## config.mk

```make
export PLATFORM = sky130hd
export DESIGN_NAME = obm_ctrl
export DESIGN_NICKNAME = d
export VERILOG_FILES = /design/src/rtl/obm_pkg.sv /design/src/rtl/obm_ctrl.sv
export SDC_FILE = /design/constraint.sdc
export NUM_CORES = 1
export LEC_CHECK = 0
export ABC_AREA = 0
export BUFFER_PORTS_ARGS = -buffer_cell sky130_fd_sc_hd__buf_4
export CAP_MARGIN = 0
export CELL_PAD_IN_SITES_DETAIL_PLACEMENT = 0
export CELL_PAD_IN_SITES_GLOBAL_PLACEMENT = 1
export CORE_MARGIN = 2
export CORE_UTILIZATION = 32
export DETAILED_ROUTE_END_ITERATION = 12
export HOLD_SLACK_MARGIN = 0.05
export PLACE_DENSITY_LB_ADDON = 0.1
export SYNTH_ARGS = -nofsm -noshare
export SYNTH_HDL_FRONTEND = slang
export SYNTH_SLANG_ARGS = --single-unit
```

## constraint.sdc

```tcl
create_clock -name clk -period 2.9 [get_ports clk]
set_clock_uncertainty 0.1 [all_clocks]
set_input_delay 0.145 -clock clk [delete_from_list [all_inputs] [get_ports clk]]
set_output_delay 0.145 -clock clk [all_outputs]
set_load 0.02 [all_outputs]
```

## src/rtl/obm_pkg.sv

```systemverilog
// ----------------------------------------------------------------------------
// obm_pkg
// Types and constants shared by the order matching book modules.
// ----------------------------------------------------------------------------
package obm_pkg;

  localparam int BOOK_DEPTH = 16;
  localparam int IDX_W      = $clog2(BOOK_DEPTH);
  localparam int CNT_W      = $clog2(BOOK_DEPTH + 1);

  typedef enum logic [2:0] {
    KIND_RESTING_FILLED  = 3'd0,
    KIND_INCOMING_FILLED = 3'd1,
    KIND_INCOMING_RESTED = 3'd2,
    KIND_BAD_SIDE        = 3'd3,
    KIND_BOOK_FULL       = 3'd4
  } kind_t;

  localparam logic [1:0] SIDE_BUY  = 2'd0;
  localparam logic [1:0] SIDE_SELL = 2'd1;

  typedef struct packed {
    logic [31:0] id;
    logic [7:0]  trader;
    logic [7:0]  stock;
    logic [31:0] orig;
    logic [31:0] rem;
  } entry_t;

  typedef enum logic [1:0] {RD_SCAN, RD_SHIFT} rd_sel_t;
  typedef enum logic [1:0] {WR_NONE, WR_SHIFT, WR_APPEND, WR_OWN} wr_sel_t;
  typedef enum logic [1:0] {EMIT_NONE, EMIT_REST, EMIT_FINAL, EMIT_BAD} emit_sel_t;

  typedef struct packed {
    logic      ready;
    logic      load;
    logic      inc_idx;
    logic      set_sh;
    logic      inc_sh;
    logic      latch_ent;
    logic      dec_opp;
    rd_sel_t   rd_sel;
    wr_sel_t   wr_sel;
    emit_sel_t emit_sel;
  } cmd_t;

  typedef struct packed {
    logic in_valid;
    logic in_bad;
    logic rem_zero;
    logic scan_ok;
    logic match;
    logic ge;
    logic eval_more;
    logic sh_more;
    logic out_free;
  } sts_t;

endpackage

```

## src/rtl/obm_ctrl.sv

```systemverilog
// ----------------------------------------------------------------------------
// obm_ctrl
// Sequencer: scan, fill, book compaction, final record and bad-side record.
// ----------------------------------------------------------------------------
module obm_ctrl (
  input  logic          clk,
  input  logic          rst,
  input  obm_pkg::sts_t sts,
  output obm_pkg::cmd_t cmd
);
  import obm_pkg::*;

  typedef enum logic [3:0] {
    S_IDLE, S_BAD, S_SCAN, S_LATCH, S_EVAL, S_SH_RD, S_SH_WR, S_SH_DONE, S_FINAL
  } state_t;

  state_t state, state_next;
  logic   partial, partial_next;

  always_comb begin
    cmd          = '0;
    cmd.rd_sel   = RD_SCAN;
    cmd.wr_sel   = WR_NONE;
    cmd.emit_sel = EMIT_NONE;
    state_next   = state;
    partial_next = partial;
    unique case (state)
      S_IDLE: begin
        cmd.ready = 1'b1;
        if (sts.in_valid) begin
          cmd.load   = 1'b1;
          state_next = sts.in_bad ? S_BAD : S_SCAN;
        end
      end
      S_BAD: begin
        if (sts.out_free) begin
          cmd.emit_sel = EMIT_BAD;
          state_next   = S_IDLE;
        end
      end
      S_SCAN: begin
        state_next = (!sts.rem_zero && sts.scan_ok) ? S_LATCH : S_FINAL;
      end
      S_LATCH: begin
        cmd.latch_ent = 1'b1;
        state_next    = S_EVAL;
      end
      S_EVAL: begin
        if (!sts.match) begin
          cmd.inc_idx = 1'b1;
          state_next  = S_SCAN;
        end else if (sts.out_free) begin
          cmd.emit_sel = EMIT_REST;
          cmd.set_sh   = 1'b1;
          partial_next = !sts.ge;
          state_next   = sts.eval_more ? S_SH_RD : S_SH_DONE;
        end
      end
      S_SH_RD: begin
        cmd.rd_sel = RD_SHIFT;
        state_next = S_SH_WR;
      end
      S_SH_WR: begin
        cmd.wr_sel = WR_SHIFT;
        cmd.inc_sh = 1'b1;
        state_next = sts.sh_more ? S_SH_RD : S_SH_DONE;
      end
      S_SH_DONE: begin
        if (partial) begin
          cmd.wr_sel = WR_APPEND;
          state_next = S_FINAL;
        end else begin
          cmd.dec_opp = 1'b1;
          state_next  = S_SCAN;
        end
      end
      S_FINAL: begin
        if (sts.out_free) begin
          cmd.emit_sel = EMIT_FINAL;
          cmd.wr_sel   = WR_OWN;
          state_next   = S_IDLE;
        end
      end
      default: state_next = S_IDLE;
    endcase
  end

  always_ff @(posedge clk) begin
    if (rst) begin
      state   <= S_IDLE;
      partial <= 1'b0;
    end else begin
      state   <= state_next;
      partial <= partial_next;
    end
  end

endmodule

```

Yosys cells after proc, flatten, opt, wreduce, memory -nomap -nowiden

Index checks and enable logic that the tools add are counted.
Widths: inputs -> output; s select.

Register bits: 5

Muxes and demuxes: 28
Reductions and logical operators: 7
Equality and inequality tests: 11

Operators with widths:

| cell               | count |
|---|---|
| $pmux 4 s8         | 1 |
| $mux 4             | 7 |
| $eq 4x3->1 const B | 4 |
| $mux 2             | 7 |
| $pmux 2 s3         | 2 |
| $mux 1             | 11 |
| $eq 4x2->1 const B | 2 |
| $reduce_and 3->1   | 2 |
| $eq 4x1->1 const B | 1 |
| $eq 4x4->1 const B | 1 |
| $logic_not 4->1    | 1 |
| $ne 3x3->1 const B | 1 |
| $logic_not 1->1    | 2 |
| $ne 2x1->1 const B | 1 |
| $ne 2x2->1 const B | 1 |
| $reduce_or 2->1    | 1 |
| $logic_and 1x1->1  | 1 |

Longest topological paths before layout

Gate-level depths: netlist of the first run.

Depth after elaboration: 4
Mapped depth: 5

Worst setup path before layout of the first run

No wires, ideal clock.

Path kind: register -> output
From: reg state[2]
To: out cmd[11] (netlist bit)
Required time: 2.655 ns
Path buffers: 1
Data arrival time: 1.426 ns
Setup slack: 1.229 ns
Cell stages (with the launch flop): 4
Cell sequence: dfxtp_1 > buf_2 > nor4_2 > and2_1

RTL lines:

| what                     | RTL line       | RTL |
|---|---|---|
| start: declaration       | obm_ctrl.sv:17 | `state_t state, state_next;` |
| start signal: assignment | obm_ctrl.sv:93 | `state <= state_next;` |
| end: declaration         | obm_ctrl.sv:9  | `output obm_pkg::cmd_t cmd` |

Worst setup path after layout of the first run

From: reg state[0]
To: reg partial

Word-level cells in the longest chain between the ends: 2

Ends and longest elaborated chain:

| what                       | RTL line       | RTL |
|---|---|---|
| $eq 4x3->1                 | obm_ctrl.sv:27 | `unique case (state)` |
| $reduce_and 3->1 (no line) | n/a            |  |
| end signal: assignment     | obm_ctrl.sv:94 | `partial <= partial_next;` |
| end: declaration           | obm_ctrl.sv:18 | `logic partial, partial_next;` |

No other way between the ends.
A chain may end at the register's enable or synchronous reset.

==> implementation parameters, run 1 <==
Parameter                              Value

Floorplanning
  Placement row count    14
  Die extent in x    44.2 um
  Full die area    0.00195 sq mm
  Die extent in y    44.2 um
  I/O pin count    24
  Starting density of the core    0.343
  Core outline area    0.00151 sq mm

Worst setup path
  Crit. End Element    register
  Critical register-to-register path endpoint    partial
  Max incr delay on CP    0.69 ns
  Launching point of the worst reg2reg path    state[0]
  List of cells traversed by the critical path    inv_2 > nand3_1 > nor2_1 > a211oi_1 > dlygate4sd3_1
  Dominant delay contributor by cell family on the critical path    flip-flops
  Max stage delay cell, worst path    sky130_fd_sc_hd__dfxtp_1
  Count of buffer and inverter cells on the critical path    2
  Required time worst endpoint    2.99 ns
  Crit start category    register
  Crit Path Max Fanout    16
  Register-to-register setup slack    0.91 ns
  Worst reg2reg path depth    5
  Type of the worst setup path    reg2reg
  Arrival time of the worst setup path    2.08 ns

Global routing
  Wire length of the first global-routing pass    2330 um
  Global-route met3 utilization    0.0449
  Number of global-route vias before repair    525
  Total routing resource utilization after global routing    0.163
  Remaining global-route overflow    0
  Pin count of the biggest net entering global routing    18
  Highest-utilization routing layer at the global route stage    met2
  Initial antenna violation count    0
  Global-route track usage on met1    0.208
  Met2 Use GR    0.247

Synthesis
  FFs w/ async S/R, synth    0
  Post-synth EDFFs    0
  Main flop type after synthesis    sky130_fd_sc_hd__dfxtp_1
  Syn Std Cell Area    517 sq um
  Top area cells in the synthesized netlist    sky130_fd_sc_hd__dfxtp_1 (19%), sky130_fd_sc_hd__nor2_1 (8.0%), sky130_fd_sc_hd__nand2b_1 (4.8%), sky130_fd_sc_hd__a31oi_1 (3.6%), sky130_fd_sc_hd__o32ai_2 (3.1%)
  Fraction of post-synthesis cell area in the top cell type by area    0.194
  Cell taking the most area after synthesis    sky130_fd_sc_hd__dfxtp_1
  Average cell area after synthesis    7.28 sq um
  Count of warnings emitted by yosys    0
  Synthesized netlist cell count    71
  Part of the Yosys area used for sequential elements    0.194
  Distinct cells, synth    37
  FF+latch count, synth    5
  Post-Synthesis Net Count    82

Route
  Via/cell ratio    5.53
  Starting DRC count in detailed routing    4
  Number of nets with antenna violations after detailed routing    0
  Per-cell routed wire length    13.3 um
  Total Wirelength    1480 um
  Number of vias after detailed routing    614
  Post-route DRC    0
  Number of iterations in the first detailed-routing pass    4

Power
  Power density cells    514 mW/mm^2
  Leak pwr    0.312 nW
  Highest ir drop seen on vdd    0.268 mV

Min path
  Instance count along the most critical hold path    4
  Hold/Removal Path Class    in2reg
  Worst-case hold path end point    state[2]
  Worst hold path startpoint    sts[0]

Timing
  Final Hold Violating Endpoints    0
  Min cycle time layout    1.99 ns
  RSZ-0062 raised after global routing    no
  Period utilization    0.687
  Fmax    502 MHz
  Slew @ Worst Pin    0.588 ns
  Max-slew violation total from the final report    0
  Max transition margin    0.608
  Setup Total Neg Slack    0 ns
  Hold Slack    0.136 ns
  Final number of setup-violating endpoints    0

Job
  MaxCap Viol Count    0

CTS
  CTS tree    built
  Num CTS Buffers    3
  Clock network latency to the later pin of the worst-skew pair    0.25 ns
  Total number of clock tree sinks    5
  Deepest clock path buffer count    2
  # H-tree levels    1
  Clk root buf    sky130_fd_sc_hd__clkbuf_4
  Clock-pin transition on the worst setup and hold timing paths    0.04 ns

Cells and area
  Share of final-layout standard cells stronger than drive strength 1    0.347
  Top library cells by usage in the layout, fill and taps aside    sky130_fd_sc_hd__buf_4 (22), sky130_fd_sc_hd__nor2_1 (11), sky130_fd_sc_hd__dfxtp_1 (5), sky130_fd_sc_hd__nand2_1 (4), sky130_fd_sc_hd__nand2b_1 (4)
  Area growth syn-to-layout    40.9%
  Finished Layout Cells    111
  Number of nets in the finished design    107
  Most common library cell in the layout ignoring fill and taps    sky130_fd_sc_hd__buf_4
  Count of antenna diodes in the layout    0

Run status
  Status    complete, no violations

Placed design
  Hpwl dp    1070 um
  GP Congestion    0.781
  IO Port Bufs    22
  Cell count after placement    104
==> metal layers <==
metal,part of all wire,vias up
met2,0.46,16
met1,0.47,285
met4,0.016,0
li1,-,309
met5,0,-
met3,0.055,4
==> layout make-up <==
cell class	count	area, sq um
Multi-Input combinational cell	57	372
Clock buffer	4	26.3
Fill cell	155	778
Timing Repair Buffer	25	195
Tap cell	16	20.0
Inverter	4	15.0
Sequential cell	5	100
==> worst max-delay path by stage <==
stage                    end  cells past startpoint      from
finish               partial                      5  state[0]
global route         partial                      5  state[0]
CTS                  partial                      5  state[0]
detailed placement  state[0]                      4  state[1]
global placement    state[0]                      4  state[1]
floorplan            cmd[11]                      3  state[2]
==> sequential cells by signal, summed over array words and instances, names as in the netlist <==
| name | count |
|---|---|
| state | 4 |
| partial | 1 |
==> cell usage after synthesis, drive strengths merged (2+ instances only) <==
master,count
a21oi,2
a22oi,2
a31oi,3
and2,2
buf,5
dfxtp,5
inv,4
nand2,4
nand2b,5
nand3,4
nor2,11
nor3,4
nor4,2
o21ai,2
==> power by group <==
| part | internal [mW] | total [mW] | switching (mW) |
|---|---|---|---|
| Sequential | 0.0778 | 0.115 | 0.0375 |
| Combinational | 0.0845 | 0.175 | 0.0907 |
| Clock | 0.0522 | 0.0835 | 0.0313 |
| Total | 0.215 | 0.374 | 0.160 |
==> logic make-up (layout without fill, tap and decap cells) <==
kind of cell | Yosys count | count (layout) | share of synthesized area
AND/OR/NAND/NOR | 36 | 36 | 0.407
AO/OA/AOI/OAI | 18 | 18 | 0.269
buffers and inverters | 9 | 33 | 0.0871
flip-flops | 5 | 5 | 0.194
other | 1 | 1 | 0.00726
XOR/XNOR | 1 | 1 | 0.0170
multiplexers | 1 | 1 | 0.0194
==> per-stage QoR <==
stage	cell area (sq um)	utilization	setup slack, ns	power (mW)
after floorplan	517	-	1.23	0.233
after global placement	672	0.446	1.19	0.290
after detailed placement	672	0.446	1.25	0.288
after CTS	728	0.483	0.922	0.376
after global routing	728	0.483	0.724	0.404
final	728	0.483	0.907	0.374
==> worst reg2reg max path: stages, from the launching register on <==
cell and delay [ns]:
sky130_fd_sc_hd__dfxtp_1 0.69, sky130_fd_sc_hd__inv_2 0.12, sky130_fd_sc_hd__nand3_1 0.15, sky130_fd_sc_hd__nor2_1 0.09, sky130_fd_sc_hd__a211oi_1 0.21, sky130_fd_sc_hd__dlygate4sd3_1 0.57
==> timing repair <==
| item | in CTS | in global routing |
|---|---|---|
| hold buffers | 3 | 0 |
| gates resized for setup | 0 | 0 |
| setup buffers | 0 | 0 |
| hold endpoints to repair | 3 | 0 |
Power figures use the tool's default switching activity.
==> run 2: changes to the inputs <==
--- a/config.mk
+++ b/config.mk
@@ -5,13 +5,13 @@
 export SDC_FILE = /design/constraint.sdc
 export NUM_CORES = 1
 export LEC_CHECK = 0
-export ABC_AREA = 0
+export ABC_AREA = 1
 export BUFFER_PORTS_ARGS = -buffer_cell sky130_fd_sc_hd__buf_4
 export CAP_MARGIN = 0
 export CELL_PAD_IN_SITES_DETAIL_PLACEMENT = 0
 export CELL_PAD_IN_SITES_GLOBAL_PLACEMENT = 1
 export CORE_MARGIN = 2
-export CORE_UTILIZATION = 32
+export CORE_UTILIZATION = 24
 export DETAILED_ROUTE_END_ITERATION = 12
 export HOLD_SLACK_MARGIN = 0.05
 export PLACE_DENSITY_LB_ADDON = 0.1
==> constraint.sdc (replaced) <==
create_clock -name clk -period 1.7 [get_ports clk]
set_clock_uncertainty 0.1 [all_clocks]
set_input_delay 0.085 -clock clk [delete_from_list [all_inputs] [get_ports clk]]
set_output_delay 0.085 -clock clk [all_outputs]
set_load 0.02 [all_outputs]
==> implementation parameters, run 2 <==
Parameter                              Value

Run status
  Status    complete, no violations

CTS
  Clk root buf    sky130_fd_sc_hd__clkbuf_4
  CTS tree    built
  Num CTS Buffers    3 (unchanged)
  # H-tree levels    1 (unchanged)
  Clock network latency to the later pin of the worst-skew pair    0.25 ns (about the same)
  Deepest clock path buffer count    2 (unchanged)
  Clock-pin transition on the worst setup and hold timing paths    0.05 ns (about the same)
  Total number of clock tree sinks    5 (unchanged)
  Buffers inserted during post-CTS setup optimization    0 (unchanged)

Power
  Total power of the final layout    510 uW (+36%)
  Clock Power Share    0.274 (+0.051)
  Highest ir drop seen on vdd    0.318 mV (+19%)
  Switching share of power    0.402 (-0.0250)
  Switching power    205 uW (+28%)
  Leak pwr    0.409 nW (+31%)
  Combinational power share    0.435 (-0.034)
  Internal power    305 uW (+42%)
  Power density cells    708 mW/mm^2 (+38%)
  Sequential fraction of design power    0.291 (-0.017)

Synthesis
  FF+latch count, synth    5 (unchanged)
  Main flop type after synthesis    sky130_fd_sc_hd__dfxtp_1
  Xor and xnor fraction of the mapped netlist area    0 (-0.0169)
  Post-Synthesis Net Count    95 (+16%)
  Simple-gate portion of the synthesized area    0.479 (+0.0721)
  Adder and majority gate portion of the synthesized area    0 (unchanged)
  Part of the Yosys area used for sequential elements    0.212 (+0.0179)
  Synthesized netlist cell count    84 (+18%)
  Combinational family with the most area after synthesis    simple AND/OR/NAND/NOR gates
  Cell taking the most area after synthesis    sky130_fd_sc_hd__dfxtp_1
  Post-synth EDFFs    0 (unchanged)
  Distinct cells, synth    20 (-46%)
  Syn Std Cell Area    473 sq um (-8.5%)
  Share of synthesized area spent on multiplexers    0 (-0.0194)
  Top area cells in the synthesized netlist    sky130_fd_sc_hd__dfxtp_1 (21%), sky130_fd_sc_hd__nand2_1 (15%), sky130_fd_sc_hd__inv_1 (13%), sky130_fd_sc_hd__nand3_1 (11%), sky130_fd_sc_hd__nor2_2 (5.3%)
  Commonest cells in the netlist    sky130_fd_sc_hd__nand2_1 (19), sky130_fd_sc_hd__inv_1 (16), sky130_fd_sc_hd__nand3_1 (10)
  FFs w/ async S/R, synth    0 (unchanged)
  Fraction of post-synthesis cell area in the top cell type by area    0.212 (+0.0179)
  Count of warnings emitted by yosys    0 (unchanged)
  Top-count cell post-synth    sky130_fd_sc_hd__nand2_1
  Synth Area in Compound Gates    0.135 (-0.134)
  Average cell area after synthesis    5.63 sq um (-23%)

Timing
  Final number of setup-violating endpoints    0 (unchanged)
  Fmax    645 MHz
  Setup slack of the critical path after layout    0.149 ns (-0.758 ns)
  Max-slew violation total from the final report    0 (unchanged)
  Min cycle time layout    1.55 ns
  Hold Slack    0.0982 ns (-0.0381 ns)
  Setup Total Neg Slack    0 ns (unchanged)
  Period utilization    0.912
  Final Hold Violating Endpoints    0 (unchanged)
  RSZ-0062 raised after global routing    no

Floorplanning
  Core outline area    0.00190 sq mm (+26%)
  I/O pin count    24 (unchanged)
  Full die area    0.00234 sq mm (+20%)
  Die extent in x    48.4 um (+9.5%)
  Placement row count    16 (+2)
  Starting density of the core    0.249 (-0.0943)
  Die extent in y    48.4 um (+9.5%)

Worst setup path
  Type of the worst setup path    reg2out
  Worst reg2reg path depth    8 (+3)
  Dominant delay contributor by cell family on the critical path    simple AND/OR/NAND/NOR gates
  Max stage delay cell, worst path    sky130_fd_sc_hd__dfxtp_1
  Crit start category    register
  Critical register-to-register path endpoint    state[0]
  Arrival time of the worst setup path    1.37 ns (-0.71 ns)
  Count of buffer and inverter cells on the critical path    1 (-1)
  Register-to-register setup slack    0.34 ns (-0.57 ns)
  List of cells traversed by the critical path    nor2_1 > nand4_1 > o21ai_0 > buf_4
  Required time worst endpoint    1.51 ns (-1.48 ns)
  Crit Path Max Fanout    6 (-10)
  Max incr delay on CP    0.37 ns (-0.32 ns)
  Launching point of the worst reg2reg path    state[0]
  Crit. End Element    output pin

Cells and area
  Top library cells by usage in the layout, fill and taps aside    sky130_fd_sc_hd__buf_4 (22), sky130_fd_sc_hd__nand2_1 (18), sky130_fd_sc_hd__inv_1 (16), sky130_fd_sc_hd__nand3_1 (10), sky130_fd_sc_hd__nor2_1 (6)
  Count of antenna diodes in the layout    0 (unchanged)
  Most common library cell in the layout ignoring fill and taps    sky130_fd_sc_hd__buf_4
  Number of nets in the finished design    123 (+15%)
  Area growth syn-to-layout    52.4%
  Finished Core Util    0.379 (-0.104)
  Largest register by flop count    state
  Final standard cell area without fillers    721 sq um (-1.0%)
  Share of final-layout standard cells stronger than drive strength 1    0.351 (+0.00398)
  Finished Layout Cells    138 (+24%)
  Largest registers    state (4), partial (1)
  Number of flip-flops in the largest register    4 (unchanged)

Placed design
  Minimum setup slack after placement    0.321 ns (-0.930 ns)
  IO Port Bufs    22 (unchanged)
  Hpwl dp    1150 um (+7.3%)
  GP Congestion    0.751 (-3.9%)
  Cell count after placement    132 (+27%)
  Placed cell area    664 sq um (-1.1%)

Global routing
  Remaining global-route overflow    0 (unchanged)
  Initial antenna violation count    0 (unchanged)
  Number of global-route vias before repair    595 (+13%)
  Total routing resource utilization after global routing    0.134 (-0.0287)
  Pin count of the biggest net entering global routing    8 (-10)
  Wire length of the first global-routing pass    2480 um (+6.5%)

Min path
  Hold/Removal Path Class    in2reg
  Instance count along the most critical hold path    6 (+2)
  Worst-case hold path end point    state[1]
  Worst hold path startpoint    sts[1]

Route
  Via/cell ratio    4.34 (-22%)
  Number of vias after detailed routing    599 (-2.4%)
  Total Wirelength    1390 um (-5.8%)
  Per-cell routed wire length    10.1 um (-24%)
  Number of iterations in the first detailed-routing pass    4 (unchanged)
  Post-route DRC    0 (unchanged)
  Starting DRC count in detailed routing    12 (+8)
  Number of nets with antenna violations after detailed routing    0 (unchanged)

Job
  MaxCap Viol Count    0 (unchanged)
==> run 2: worst max-delay path by stage <==
stage,startpoint,to,slack (ns),cells past startpoint
final,state[0],cmd[1],0.15,4
after CTS,state[3],cmd[0],0.06,6
after detailed placement,state[3],state[2],0.32,7
after floorplan,state[0],cmd[6],0.32,2
after global routing,state[3],cmd[0],0.03,6
after global placement,state[3],cmd[0],0.31,6
==> run 2: power by group through the flow <==
stage          sequential (mW)  clock [mW]  combinational, mW
2_1_floorplan            0.145           0              0.142
3_3_place_gp             0.148           0              0.216
3_5_place_dp             0.149           0              0.214
4_1_cts                  0.147       0.146              0.219
5_1_grt                  0.151       0.154              0.248
6_report                 0.149       0.140              0.222
==> run 2: cells by family after synthesis <==
kind of cell / count (synthesis)
simple gates: 47
compound gates: 11
other cells: 1
flops: 5
buf+inv: 20
==> run 2: area by class of cell <==
type,count,area (sq um)
inverter,19,71.3
fill,233,1180
sequential,5,103
tap,27,33.8
timing repair buffer,24,185
clock buffer,4,26.3
multi-input combinational,59,302
==> run 2: metal layers <==
metal	global-route usage	routed length, um	up-vias	share of wire
met1	0.166	632	262	0.45
met2	0.222	670	18	0.48
met5	0	0	-	0
li1	-	-	317	-
met3	0.0247	80	2	0.058
met4	0.0714	7	0	0.0050
==> run 2: worst register-to-register path: cells and delay by family, from the launching register on <==
kind	cells	cell delay, ns
AO/OA/AOI/OAI	1	0.14
flip-flops	1	0.45
AND/OR/NAND/NOR	6	0.50
buffers and inverters	1	0.10
==> run 2: timing repair <==
action                                  CTS  global route
hold buffers                              2             0
endpoints found under the hold margin     5             0
endpoints found under the setup margin    0             2
gates resized for setup                   0             4
